<file path="config.mk">
export PLATFORM = sky130hd
export DESIGN_NAME = periodic_timer_bank_gcd_tick
export DESIGN_NICKNAME = d
export VERILOG_FILES = /design/src/sv/ptbg_pkg.sv /design/src/sv/ptbg_ram.sv /design/src/sv/ptbg_gcd.sv /design/src/sv/periodic_timer_bank_gcd_tick.sv
export SDC_FILE = /design/constraint.sdc
export NUM_CORES = 1
export LEC_CHECK = 0
export BUFFER_PORTS_ARGS = -buffer_cell sky130_fd_sc_hd__buf_2
export CAP_MARGIN = 20
export CORE_MARGIN = 8
export CORE_UTILIZATION = 50
export CTS_CLUSTER_SIZE = 30
export DETAILED_ROUTE_END_ITERATION = 16
export HOLD_SLACK_MARGIN = 0.05
export PLACE_DENSITY = 0.68
export SYNTH_ARGS = -nofsm -noshare
export SYNTH_HDL_FRONTEND = slang
export SYNTH_SLANG_ARGS = --single-unit
</file>
<file path="constraint.sdc">
create_clock -name clk -period 4.85 [get_ports clk]
set_input_delay 0.485 -clock clk [delete_from_list [all_inputs] [get_ports clk]]
set_output_delay 0.485 -clock clk [all_outputs]
set_load 0.005 [all_outputs]
</file>
<file path="src/sv/ptbg_pkg.sv">
`timescale 1ns / 1ps
`default_nettype none

package ptbg_pkg;

    localparam int IDX_W       = 3;
    localparam int PERIOD_W    = 24;
    localparam int MAX_RESULTS = 8;

    localparam logic REQ_LOAD  = 1'b0;
    localparam logic REQ_TICK  = 1'b1;
    localparam logic KIND_ACK  = 1'b0;
    localparam logic KIND_FIRE = 1'b1;

    typedef struct packed {
        logic                req_type;
        logic [IDX_W-1:0]    timer_index;
        logic [PERIOD_W-1:0] period;
    } req_t;

    typedef struct packed {
        logic                kind;
        logic [IDX_W-1:0]    fired_index;
        logic [PERIOD_W-1:0] base_quantum;
        logic                last;
    } rsp_t;

endpackage

`default_nettype wire

</file>
<file path="src/sv/ptbg_ram.sv">
`timescale 1ns / 1ps
`default_nettype none

module ptbg_ram #(
    parameter int DEPTH = 8,
    parameter int AW    = 3,
    parameter int DW    = 24
) (
    input  wire logic          clk,
    input  wire logic          rst_n,
    input  wire logic          wr_en,
    input  wire logic [AW-1:0] wr_addr,
    input  wire logic [DW-1:0] wr_data,
    input  wire logic          rd_en,
    input  wire logic [AW-1:0] rd_addr,
    output logic      [DW-1:0] rd_data
);

    logic [DW-1:0]    mem [DEPTH];
    logic [DEPTH-1:0] valid_reg;
    logic [DW-1:0]    rd_data_reg;

    // entries never written read back as zero
    always_ff @(posedge clk or negedge rst_n)
    begin
        if (!rst_n)
        begin
            valid_reg <= '0;
        end
        else if (wr_en)
        begin
            valid_reg[wr_addr] <= 1'b1;
        end
    end

    always_ff @(posedge clk)
    begin
        if (wr_en)
        begin
            mem[wr_addr] <= wr_data;
        end
        if (rd_en)
        begin
            rd_data_reg <= valid_reg[rd_addr] ? mem[rd_addr] : '0;
        end
    end

    assign rd_data = rd_data_reg;

endmodule

`default_nettype wire

</file>
<file path="src/sv/ptbg_gcd.sv">
`timescale 1ns / 1ps
`default_nettype none

module ptbg_gcd #(
    parameter int W = 24
) (
    input  wire logic         clk,
    input  wire logic         rst_n,
    input  wire logic         start,
    input  wire logic [W-1:0] a_in,
    input  wire logic [W-1:0] b_in,
    output logic              busy,
    output logic              done,
    output logic      [W-1:0] result
);

    localparam int KW = $clog2(W + 1);

    logic          busy_reg;
    logic          done_reg;
    logic [W-1:0]  a_reg;
    logic [W-1:0]  b_reg;
    logic [KW-1:0] k_reg;
    logic [W-1:0]  result_reg;

    // binary gcd, one reduction step per cycle
    always_ff @(posedge clk or negedge rst_n)
    begin
        if (!rst_n)
        begin
            busy_reg   <= 1'b0;
            done_reg   <= 1'b0;
            a_reg      <= '0;
            b_reg      <= '0;
            k_reg      <= '0;
            result_reg <= '0;
        end
        else
        begin
            done_reg <= 1'b0;
            if (start)
            begin
                busy_reg <= 1'b1;
                a_reg    <= a_in;
                b_reg    <= b_in;
                k_reg    <= '0;
            end
            else if (busy_reg)
            begin
                if (a_reg == '0)
                begin
                    result_reg <= b_reg << k_reg;
                    done_reg   <= 1'b1;
                    busy_reg   <= 1'b0;
                end
                else if (b_reg == '0)
                begin
                    result_reg <= a_reg << k_reg;
                    done_reg   <= 1'b1;
                    busy_reg   <= 1'b0;
                end
                else if (!a_reg[0] && !b_reg[0])
                begin
                    a_reg <= a_reg >> 1;
                    b_reg <= b_reg >> 1;
                    k_reg <= k_reg + KW'(1);
                end
                else if (!a_reg[0])
                begin
                    a_reg <= a_reg >> 1;
                end
                else if (!b_reg[0])
                begin
                    b_reg <= b_reg >> 1;
                end
                else if (a_reg >= b_reg)
                begin
                    a_reg <= a_reg - b_reg;
                end
                else
                begin
                    b_reg <= b_reg - a_reg;
                end
            end
        end
    end

    assign busy   = busy_reg;
    assign done   = done_reg;
    assign result = result_reg;

endmodule

`default_nettype wire

</file>
<file path="src/sv/periodic_timer_bank_gcd_tick.sv">
// bank of periodic timers sharing one base tick quantum
// request channel (req_valid / req_stall / req_data): a load request sets the
// period of one timer and restarts it; a tick request stands for one quantum
// of elapsed time. one request is worked on at a time, req_stall is high
// from acceptance until the request is finished, and the next request can be
// taken in the cycle after that.
// result channel (rsp_valid / rsp_stall / rsp_data): a load gives one
// acknowledge carrying the new quantum, or the old one for an out-of-bank
// index; a tick gives one result per fired timer (lowest indices first, at
// most eight reported), last on the final one, and nothing when no timer
// fires or no timer is enabled.
// a tick walks the timers, each with a memory read and then an update,
// plus a push step per reported firing and a finish step; a tick with no
// timer enabled is taken without any stall. a load reads and evaluates
// every timer, runs the binary gcd unit per enabled period, then acknowledges.
// a stalled receiver holds the sequencer only when a new result must go out
// and the output register is still full.
// reset clears both memories at once through per-entry valid bits and sets
// the quantum to zero; no clearing pass is needed.
`timescale 1ns / 1ps
`default_nettype none

module periodic_timer_bank_gcd_tick
    import ptbg_pkg::*;
#(
    parameter int NUM_TIMERS = 8,
    parameter int TIME_WIDTH = 24
) (
    input  wire logic clk,
    input  wire logic rst_n,
    input  wire logic req_valid,
    output logic      req_stall,
    input  wire req_t req_data,
    output logic      rsp_valid,
    input  wire logic rsp_stall,
    output rsp_t      rsp_data
);

    localparam int              AW       = (NUM_TIMERS > 1) ? $clog2(NUM_TIMERS) : 1;
    localparam logic [AW-1:0]   LAST_IDX = AW'(NUM_TIMERS - 1);
    localparam int              CW       = $clog2(MAX_RESULTS + 1);

    typedef enum logic [3:0] {
        S_IDLE,
        S_GREAD,
        S_GEVAL,
        S_GWAIT,
        S_ACK,
        S_TREAD,
        S_TEVAL,
        S_PUSH,
        S_FINISH
    } state_t;

    state_t                state_reg;
    logic [AW-1:0]         idx_reg;
    logic [TIME_WIDTH-1:0] gcd_acc_reg;
    logic [TIME_WIDTH-1:0] quantum_reg;
    logic [CW-1:0]         count_reg;
    logic                  pend_valid_reg;
    logic [AW-1:0]         pend_idx_reg;
    logic                  rsp_valid_reg;
    rsp_t                  rsp_data_reg;

    logic                  req_accept;
    logic                  load_hit;
    logic [AW-1:0]         load_addr;
    logic [TIME_WIDTH-1:0] load_per;
    logic                  slot_free;
    logic                  last_idx;
    logic                  rd_en;
    logic [TIME_WIDTH-1:0] per_rd;
    logic [TIME_WIDTH-1:0] rem_rd;
    logic                  timer_on;
    logic                  timer_fire;
    logic                  fire_report;
    logic                  rem_wr_en;
    logic [AW-1:0]         rem_wr_addr;
    logic [TIME_WIDTH-1:0] rem_wr_data;
    logic                  gcd_start;
    logic                  gcd_busy;
    logic                  gcd_done;
    logic [TIME_WIDTH-1:0] gcd_result;

    assign req_accept = req_valid && (state_reg == S_IDLE);
    assign load_hit   = req_accept && (req_data.req_type == REQ_LOAD)
                        && (32'(req_data.timer_index) < NUM_TIMERS);
    assign load_addr  = AW'(req_data.timer_index);
    // period masked or zero-extended to the time width
    assign load_per   = TIME_WIDTH'(req_data.period);
    assign slot_free  = !rsp_valid_reg || !rsp_stall;
    assign last_idx   = (idx_reg == LAST_IDX);

    // both memories are read at the scan index; the write of an entry always
    // lands before the next read of it, so no forwarding is needed
    assign rd_en       = (state_reg == S_GREAD) || (state_reg == S_TREAD);
    assign timer_on    = (per_rd != '0);
    assign timer_fire  = timer_on && (rem_rd <= quantum_reg);
    assign fire_report = timer_fire && (count_reg < CW'(MAX_RESULTS));

    // remaining time: restart on load, count down or reload on tick
    assign rem_wr_en   = load_hit || ((state_reg == S_TEVAL) && timer_on);
    assign rem_wr_addr = load_hit ? load_addr : idx_reg;
    assign rem_wr_data = load_hit   ? load_per :
                         timer_fire ? per_rd   : (rem_rd - quantum_reg);

    assign gcd_start = (state_reg == S_GEVAL) && timer_on;

    ptbg_ram #(
        .DEPTH (NUM_TIMERS),
        .AW    (AW),
        .DW    (TIME_WIDTH)
    ) u_period_ram (
        .clk     (clk),
        .rst_n   (rst_n),
        .wr_en   (load_hit),
        .wr_addr (load_addr),
        .wr_data (load_per),
        .rd_en   (rd_en),
        .rd_addr (idx_reg),
        .rd_data (per_rd)
    );

    ptbg_ram #(
        .DEPTH (NUM_TIMERS),
        .AW    (AW),
        .DW    (TIME_WIDTH)
    ) u_remain_ram (
        .clk     (clk),
        .rst_n   (rst_n),
        .wr_en   (rem_wr_en),
        .wr_addr (rem_wr_addr),
        .wr_data (rem_wr_data),
        .rd_en   (rd_en),
        .rd_addr (idx_reg),
        .rd_data (rem_rd)
    );

    ptbg_gcd #(
        .W (TIME_WIDTH)
    ) u_gcd (
        .clk    (clk),
        .rst_n  (rst_n),
        .start  (gcd_start),
        .a_in   (gcd_acc_reg),
        .b_in   (per_rd),
        .busy   (gcd_busy),
        .done   (gcd_done),
        .result (gcd_result)
    );

    always_ff @(posedge clk or negedge rst_n)
    begin
        if (!rst_n)
        begin
            state_reg      <= S_IDLE;
            idx_reg        <= '0;
            gcd_acc_reg    <= '0;
            quantum_reg    <= '0;
            count_reg      <= '0;
            pend_valid_reg <= 1'b0;
            pend_idx_reg   <= '0;
            rsp_valid_reg  <= 1'b0;
            rsp_data_reg   <= '0;
        end
        else
        begin
            // result taken by the receiver
            if (rsp_valid_reg && !rsp_stall)
            begin
                rsp_valid_reg <= 1'b0;
            end

            unique case (state_reg)
                S_IDLE:
                begin
                    idx_reg        <= '0;
                    gcd_acc_reg    <= '0;
                    count_reg      <= '0;
                    pend_valid_reg <= 1'b0;
                    if (req_accept)
                    begin
                        if (req_data.req_type == REQ_LOAD)
                        begin
                            // out-of-bank index: acknowledge with the old quantum
                            state_reg <= load_hit ? S_GREAD : S_ACK;
                        end
                        else if (quantum_reg != '0)
                        begin
                            state_reg <= S_TREAD;
                        end
                    end
                end

                // gcd sweep over all periods
                S_GREAD:
                begin
                    state_reg <= S_GEVAL;
                end

                S_GEVAL:
                begin
                    if (timer_on)
                    begin
                        state_reg <= S_GWAIT;
                    end
                    else if (last_idx)
                    begin
                        quantum_reg <= gcd_acc_reg;
                        state_reg   <= S_ACK;
                    end
                    else
                    begin
                        idx_reg   <= idx_reg + AW'(1);
                        state_reg <= S_GREAD;
                    end
                end

                S_GWAIT:
                begin
                    if (gcd_done)
                    begin
                        gcd_acc_reg <= gcd_result;
                        if (last_idx)
                        begin
                            quantum_reg <= gcd_result;
                            state_reg   <= S_ACK;
                        end
                        else
                        begin
                            idx_reg   <= idx_reg + AW'(1);
                            state_reg <= S_GREAD;
                        end
                    end
                end

                S_ACK:
                begin
                    if (slot_free)
                    begin
                        rsp_valid_reg <= 1'b1;
                        rsp_data_reg  <= '{kind:         KIND_ACK,
                                           fired_index:  '0,
                                           base_quantum: PERIOD_W'(quantum_reg),
                                           last:         1'b1};
                        state_reg     <= S_IDLE;
                    end
                end

                // tick scan, one timer per read and update
                S_TREAD:
                begin
                    state_reg <= S_TEVAL;
                end

                S_TEVAL:
                begin
                    if (fire_report)
                    begin
                        state_reg <= S_PUSH;
                    end
                    else if (last_idx)
                    begin
                        state_reg <= S_FINISH;
                    end
                    else
                    begin
                        idx_reg   <= idx_reg + AW'(1);
                        state_reg <= S_TREAD;
                    end
                end

                // the latest firing is held back until we know if it is the last
                S_PUSH:
                begin
                    if (!pend_valid_reg || slot_free)
                    begin
                        if (pend_valid_reg)
                        begin
                            rsp_valid_reg <= 1'b1;
                            rsp_data_reg  <= '{kind:         KIND_FIRE,
                                               fired_index:  IDX_W'(pend_idx_reg),
                                               base_quantum: PERIOD_W'(quantum_reg),
                                               last:         1'b0};
                        end
                        pend_valid_reg <= 1'b1;
                        pend_idx_reg   <= idx_reg;
                        count_reg      <= count_reg + CW'(1);
                        if (last_idx)
                        begin
                            state_reg <= S_FINISH;
                        end
                        else
                        begin
                            idx_reg   <= idx_reg + AW'(1);
                            state_reg <= S_TREAD;
                        end
                    end
                end

                S_FINISH:
                begin
                    if (!pend_valid_reg)
                    begin
                        state_reg <= S_IDLE;
                    end
                    else if (slot_free)
                    begin
                        rsp_valid_reg  <= 1'b1;
                        rsp_data_reg   <= '{kind:         KIND_FIRE,
                                            fired_index:  IDX_W'(pend_idx_reg),
                                            base_quantum: PERIOD_W'(quantum_reg),
                                            last:         1'b1};
                        pend_valid_reg <= 1'b0;
                        state_reg      <= S_IDLE;
                    end
                end

                default:
                begin
                    state_reg <= S_IDLE;
                end
            endcase
        end
    end

    assign req_stall = (state_reg != S_IDLE);
    assign rsp_valid = rsp_valid_reg;
    assign rsp_data  = rsp_data_reg;

`ifndef SYNTH
    // the gcd unit only runs during the load sweep
    a_gcd_idle_on_tick: assert property (@(posedge clk) disable iff (!rst_n)
        (state_reg == S_TREAD || state_reg == S_TEVAL || state_reg == S_PUSH
         || state_reg == S_FINISH) |-> !gcd_busy)
        else $error("gcd unit busy during tick scan");

    // an in-bank load always starts the gcd sweep
    a_load_sweep: assert property (@(posedge clk) disable iff (!rst_n)
        load_hit |=> (state_reg == S_GREAD))
        else $error("load did not start gcd sweep");

    // the flushed firing carries the last flag
    a_finish_last: assert property (@(posedge clk) disable iff (!rst_n)
        (state_reg == S_FINISH && pend_valid_reg && slot_free)
        |=> (rsp_valid && rsp_data.last && rsp_data.kind == KIND_FIRE))
        else $error("final firing without last flag");

    // a held firing is always counted
    a_pend_count: assert property (@(posedge clk) disable iff (!rst_n)
        pend_valid_reg |-> (count_reg != '0 && count_reg <= CW'(MAX_RESULTS)))
        else $error("pending firing count out of range");
`endif

endmodule

`default_nettype wire
</file>
==> key figures <==
Run status
  – Status: complete, no violations

Clock network
  – Cts repair resizes: 0
  – CTS Buf Count: 67
  – CTS tree: yes
  – Clock buffer depth: 3
  – H-tree depth: 3
  – Clk Latency, worst-skew pair: 620 ps
  – Root buffer selected by CTS: clkbuf_16
  – CTS sink count: 620
  – Post-CTS Setup Bufs: 0
  – Clock Pin Slew Worst Setup and Hold Paths: 60 ps

Critical path
  – Critical Path Sink: u_gcd.a_reg[5]
  – Crit path max fanout: 18
  – Worst r2r src: u_gcd.a_reg[0]
  – Reg2Reg Setup Slack: 610 ps
  – Critical path's top delay family: compound AO/OA/AOI/OAI gates
  – Critical path depth in cells: 13
  – Setup CP Type: flip-flop to flip-flop
  – Crit-path cells: inv_1 -> ha_1 -> inv_1 -> fa_1 -> a211o_1 -> a2111oi_2 -> nor4_1 -> o31ai_1 -> nand2_1 -> o221a_2 -> nor2_1 -> buf_4 -> o21ai_0
  – Slowest stage delay, CP: 540 ps
  – Worst path bufs/invs: 3
  – Worst Path Arrival: 4710 ps
  – Crit-path most repeated cell: inv_1
  – Worst R2R End: u_gcd.a_reg[5]
  – Endpoint class of the critical path: flip-flop
  – Start point of the critical path: u_gcd.a_reg[0]
  – Worst EP required: 5320 ps
  – CP max-delay cell: o221a_2
  – Worst r2r path cells: 13
  – CP Launch Type: flip-flop

Hold path
  – Worst hold path class: input port to flip-flop

Finish
  – Sequential cell area: 0.0177 mm^2
  – Fin nets: 2579
  – Layout Area Growth over Synthesis: 11.9%
  – Post-layout util: 0.563
  – Share of cells above drive strength 1: 0.169
  – Filler instances: 4868
  – Area of the multi-input gates: 0.0117 mm^2

Synth
  – Main combinational cell family by area after synthesis: compound AO/OA/AOI/OAI gates
  – Post-Synthesis Cells: 2425
  – XOR/XNOR Fraction of Synth Area: 0.0183
  – Register area share after synthesis: 0.585
  – Flops & latches, synth: 620
  – Synthesized area: 0.0302 mm^2
  – Simple-Gate Fraction of Synth Area: 0.0915
  – Syn Nets: 2536
  – Synth area leader: edfxtp_1
  – Synth top area share: 0.430
  – Synth Warn #: 0
  – Number of enable flip-flop cells after synthesis: 432
  – Top cells by area, synth: edfxtp_1 43%, dfrtp_1 16%, mux4_2 7.5%
  – Syn_area_per_cell: 12.5 um^2
  – Asr flop ratio synth: 0.303
  – Yosys cell types: 80
  – Mux contribution to synthesized area: 0.118
  – Top_reg_cell synth: edfxtp_1
  – Synth Area in Compound Gates: 0.123
  – Post-Synth Adder-Cell Area: 0.0335

Global route
  – First-pass GRT wire length: 130000 um
  – Largest net degree at the start of global routing: 120
  – Total track usage: 0.251
  – Initial antenna violation count: 3
  – Congestion Overflow GR: 0
  – Vias in the first global route: 20600

Run
  – Max Cap Violations: 0

Detailed routing
  – Routed len/inst: 26.0 um
  – WL final: 85700 um
  – Drt initial violations: 2262
  – Drt pass-1 iters: 6
  – Drt drc: 0
  – Vias: 20900
  – Post-DR vias/cell: 6.33
  – Antenna viol nets, final: 0

Timing
  – Worst-margin pin slew: 1050 ps
  – Pins Over Slew Limit: 0
  – Fmax: 0.236 GHz
  – Max_slew headroom: 0.282
  – Final setup TNS: 0 ps
  – Worst Hold Slack: 155 ps
  – Post-route minimum period: 4240 ps
  – Crit share post-route: 0.873
  – Clock skew: 33.7 ps
  – Final Hold Fails: 0
  – Finish-stage setup viols: 0
  – RSZ-0062 raised after global routing: no

Pwr
  – PD cells: 734 mW/mm^2
  – Peak supply drop: 356 uV
  – Static Leak: 12.6 nW

Place
  – Port bufs: 62
  – GPL Wtd Cong: 0.967
  – Post-DP HPWL: 58600 um

Floorplan
  – Die area: 0.0685 mm^2
  – Die W: 262 um
  – Die height: 262 um
  – Placeable Area: 0.0600 mm^2
  – # IOs: 63
  – Row count: 90
  – Starting density of the core: 0.503
==> worst min path at each step <==
| stage | startpoint | to | slack (ps) | depth (start not counted) |
|---|---|---|---|---|
| after global routing | req_data[18] | u_period_ram.mem[3][18] | 150 | 1 |
| after CTS | rst_n | u_period_ram.valid_reg[5] | 80 | 1 |
| after global placement | u_remain_ram.valid_reg[5] | u_remain_ram.valid_reg[5] | 450 | 1 |
| after floorplan | rst_n | count_reg[0] | 190 | 0 |
| final | rsp_stall | rsp_valid | 150 | 3 |
| after detailed placement | u_remain_ram.valid_reg[3] | u_remain_ram.valid_reg[3] | 450 | 1 |
==> worst register-to-register path, cell delays in order (launching register included) <==
cell       delay [ps]
dfrtp_1           470
inv_1             180
ha_1              190
inv_1              50
fa_1              430
a211o_1           320
a2111oi_2         400
nor4_1            130
o31ai_1           320
nand2_1           460
o221a_2           550
nor2_1            210
buf_4             240
o21ai_0           130
==> per-layer routing <==
metal,up-vias,part of all wire,routed length (um),global-route usage
met1,10600,0.40,34300,0.325
li1,9214,-,-,-
met5,-,0.00017,15,0.00438
met3,216,0.068,5830,0.0431
met2,885,0.49,41700,0.414
met4,2,0.045,3880,0.112
==> area by class of cell <==
| type | instances | area share |
|---|---|---|
| multi-input combinational | 1563 | 0.346 |
| clock inverter | 40 | 0.0152 |
| inverter | 94 | 0.0104 |
| antenna | 2 | 0.000148 |
| timing repair buffer | 122 | 0.0243 |
| sequential | 620 | 0.524 |
| tap | 782 | 0.0290 |
| clock buffer | 76 | 0.0513 |
==> timing repair <==
| item | in CTS | in global routing |
|---|---|---|
| hold buffers | 0 | 1 |
| endpoints found under the setup margin | 0 | 0 |
| hold endpoints to repair | 0 | 18 |
==> stage by stage <==
stage | instance area (um^2) | total power, mW | std cells | setup WS, ps
final | 33800 | 24.8 | 3299 | 614
after global routing | 33800 | 26.0 | 3297 | 318
after CTS | 33700 | 24.7 | 3295 | 681
after detailed placement | 31500 | 19.4 | 3179 | 696
after global placement | 31500 | 19.3 | 3177 | 776
after floorplan | 30200 | 15.8 | 2425 | 224
==> placed cells by master (no fill, tap or decap), types with 12 or more instances in the layout <==
master | Yosys | layout
edfxtp_1 | 432 | 432
nand2_1 | 289 | 288
dfrtp_1 | 188 | 185
a21oi_1 | 160 | 159
o21ai_0 | 147 | 147
nor2_1 | 135 | 125
mux4_2 | 101 | 101
inv_1 | 93 | 93
mux2i_1 | 80 | 78
ha_1 | 76 | 76
clkbuf_16 | 0 | 68
buf_2 | 9 | 62
buf_4 | 0 | 54
mux2_2 | 42 | 42
a31oi_1 | 39 | 39
a21o_1 | 37 | 37
xor2_1 | 33 | 33
xnor2_1 | 30 | 30
nor4_1 | 26 | 25
nand3_1 | 23 | 23
nor3_1 | 29 | 22
a211oi_1 | 19 | 19
or2_2 | 19 | 19
o221ai_1 | 19 | 19
nand2b_1 | 18 | 17
a221oi_1 | 17 | 17
o21a_1 | 16 | 16
o211ai_1 | 16 | 16
o22ai_1 | 15 | 15
o21bai_1 | 14 | 14
o31ai_1 | 14 | 14
nand4_1 | 13 | 13
and2_1 | 12 | 12
clkinv_1 | 0 | 12
==> power by group <==
group	total (mW)	leakage (nW)	switching, mW	internal (mW)
sequential	8.31	6.41	1.09	7.22
clock	5.25	1.09	2.09	3.16
combinational	11.2	5.08	7.07	4.17
total	24.8	12.6	10.3	14.5
==> kinds of logic (layout without fill, tap and decap cells) <==
family,count (synthesis),count (layout)
flip-flops,620,620
AND/OR/NAND/NOR,614,614
AO/OA/AOI/OAI,583,583
buffers and inverters,242,332
multiplexers,224,224
adder cells (fa/ha/maj),79,79
XOR/XNOR,63,63
other,0,2
==> cell usage after synthesis (15+ instances only) <==
cell type,count
xor2_1,33
a221oi_1,17
a31oi_1,39
buf_1,29
nor4_1,26
o22ai_1,15
nor2_1,135
mux2i_1,80
nand3_1,23
ha_1,76
nor3_1,29
xnor2_1,30
clkbuf_1,109
a21oi_1,160
edfxtp_1,432
dfrtp_1,188
o21a_1,16
o21ai_0,147
inv_1,93
mux4_2,101
o211ai_1,16
a21o_1,37
a211oi_1,19
nand2_1,289
nand2b_1,18
or2_2,19
o221ai_1,19
mux2_2,42
(Power assumes the default switching activity.)
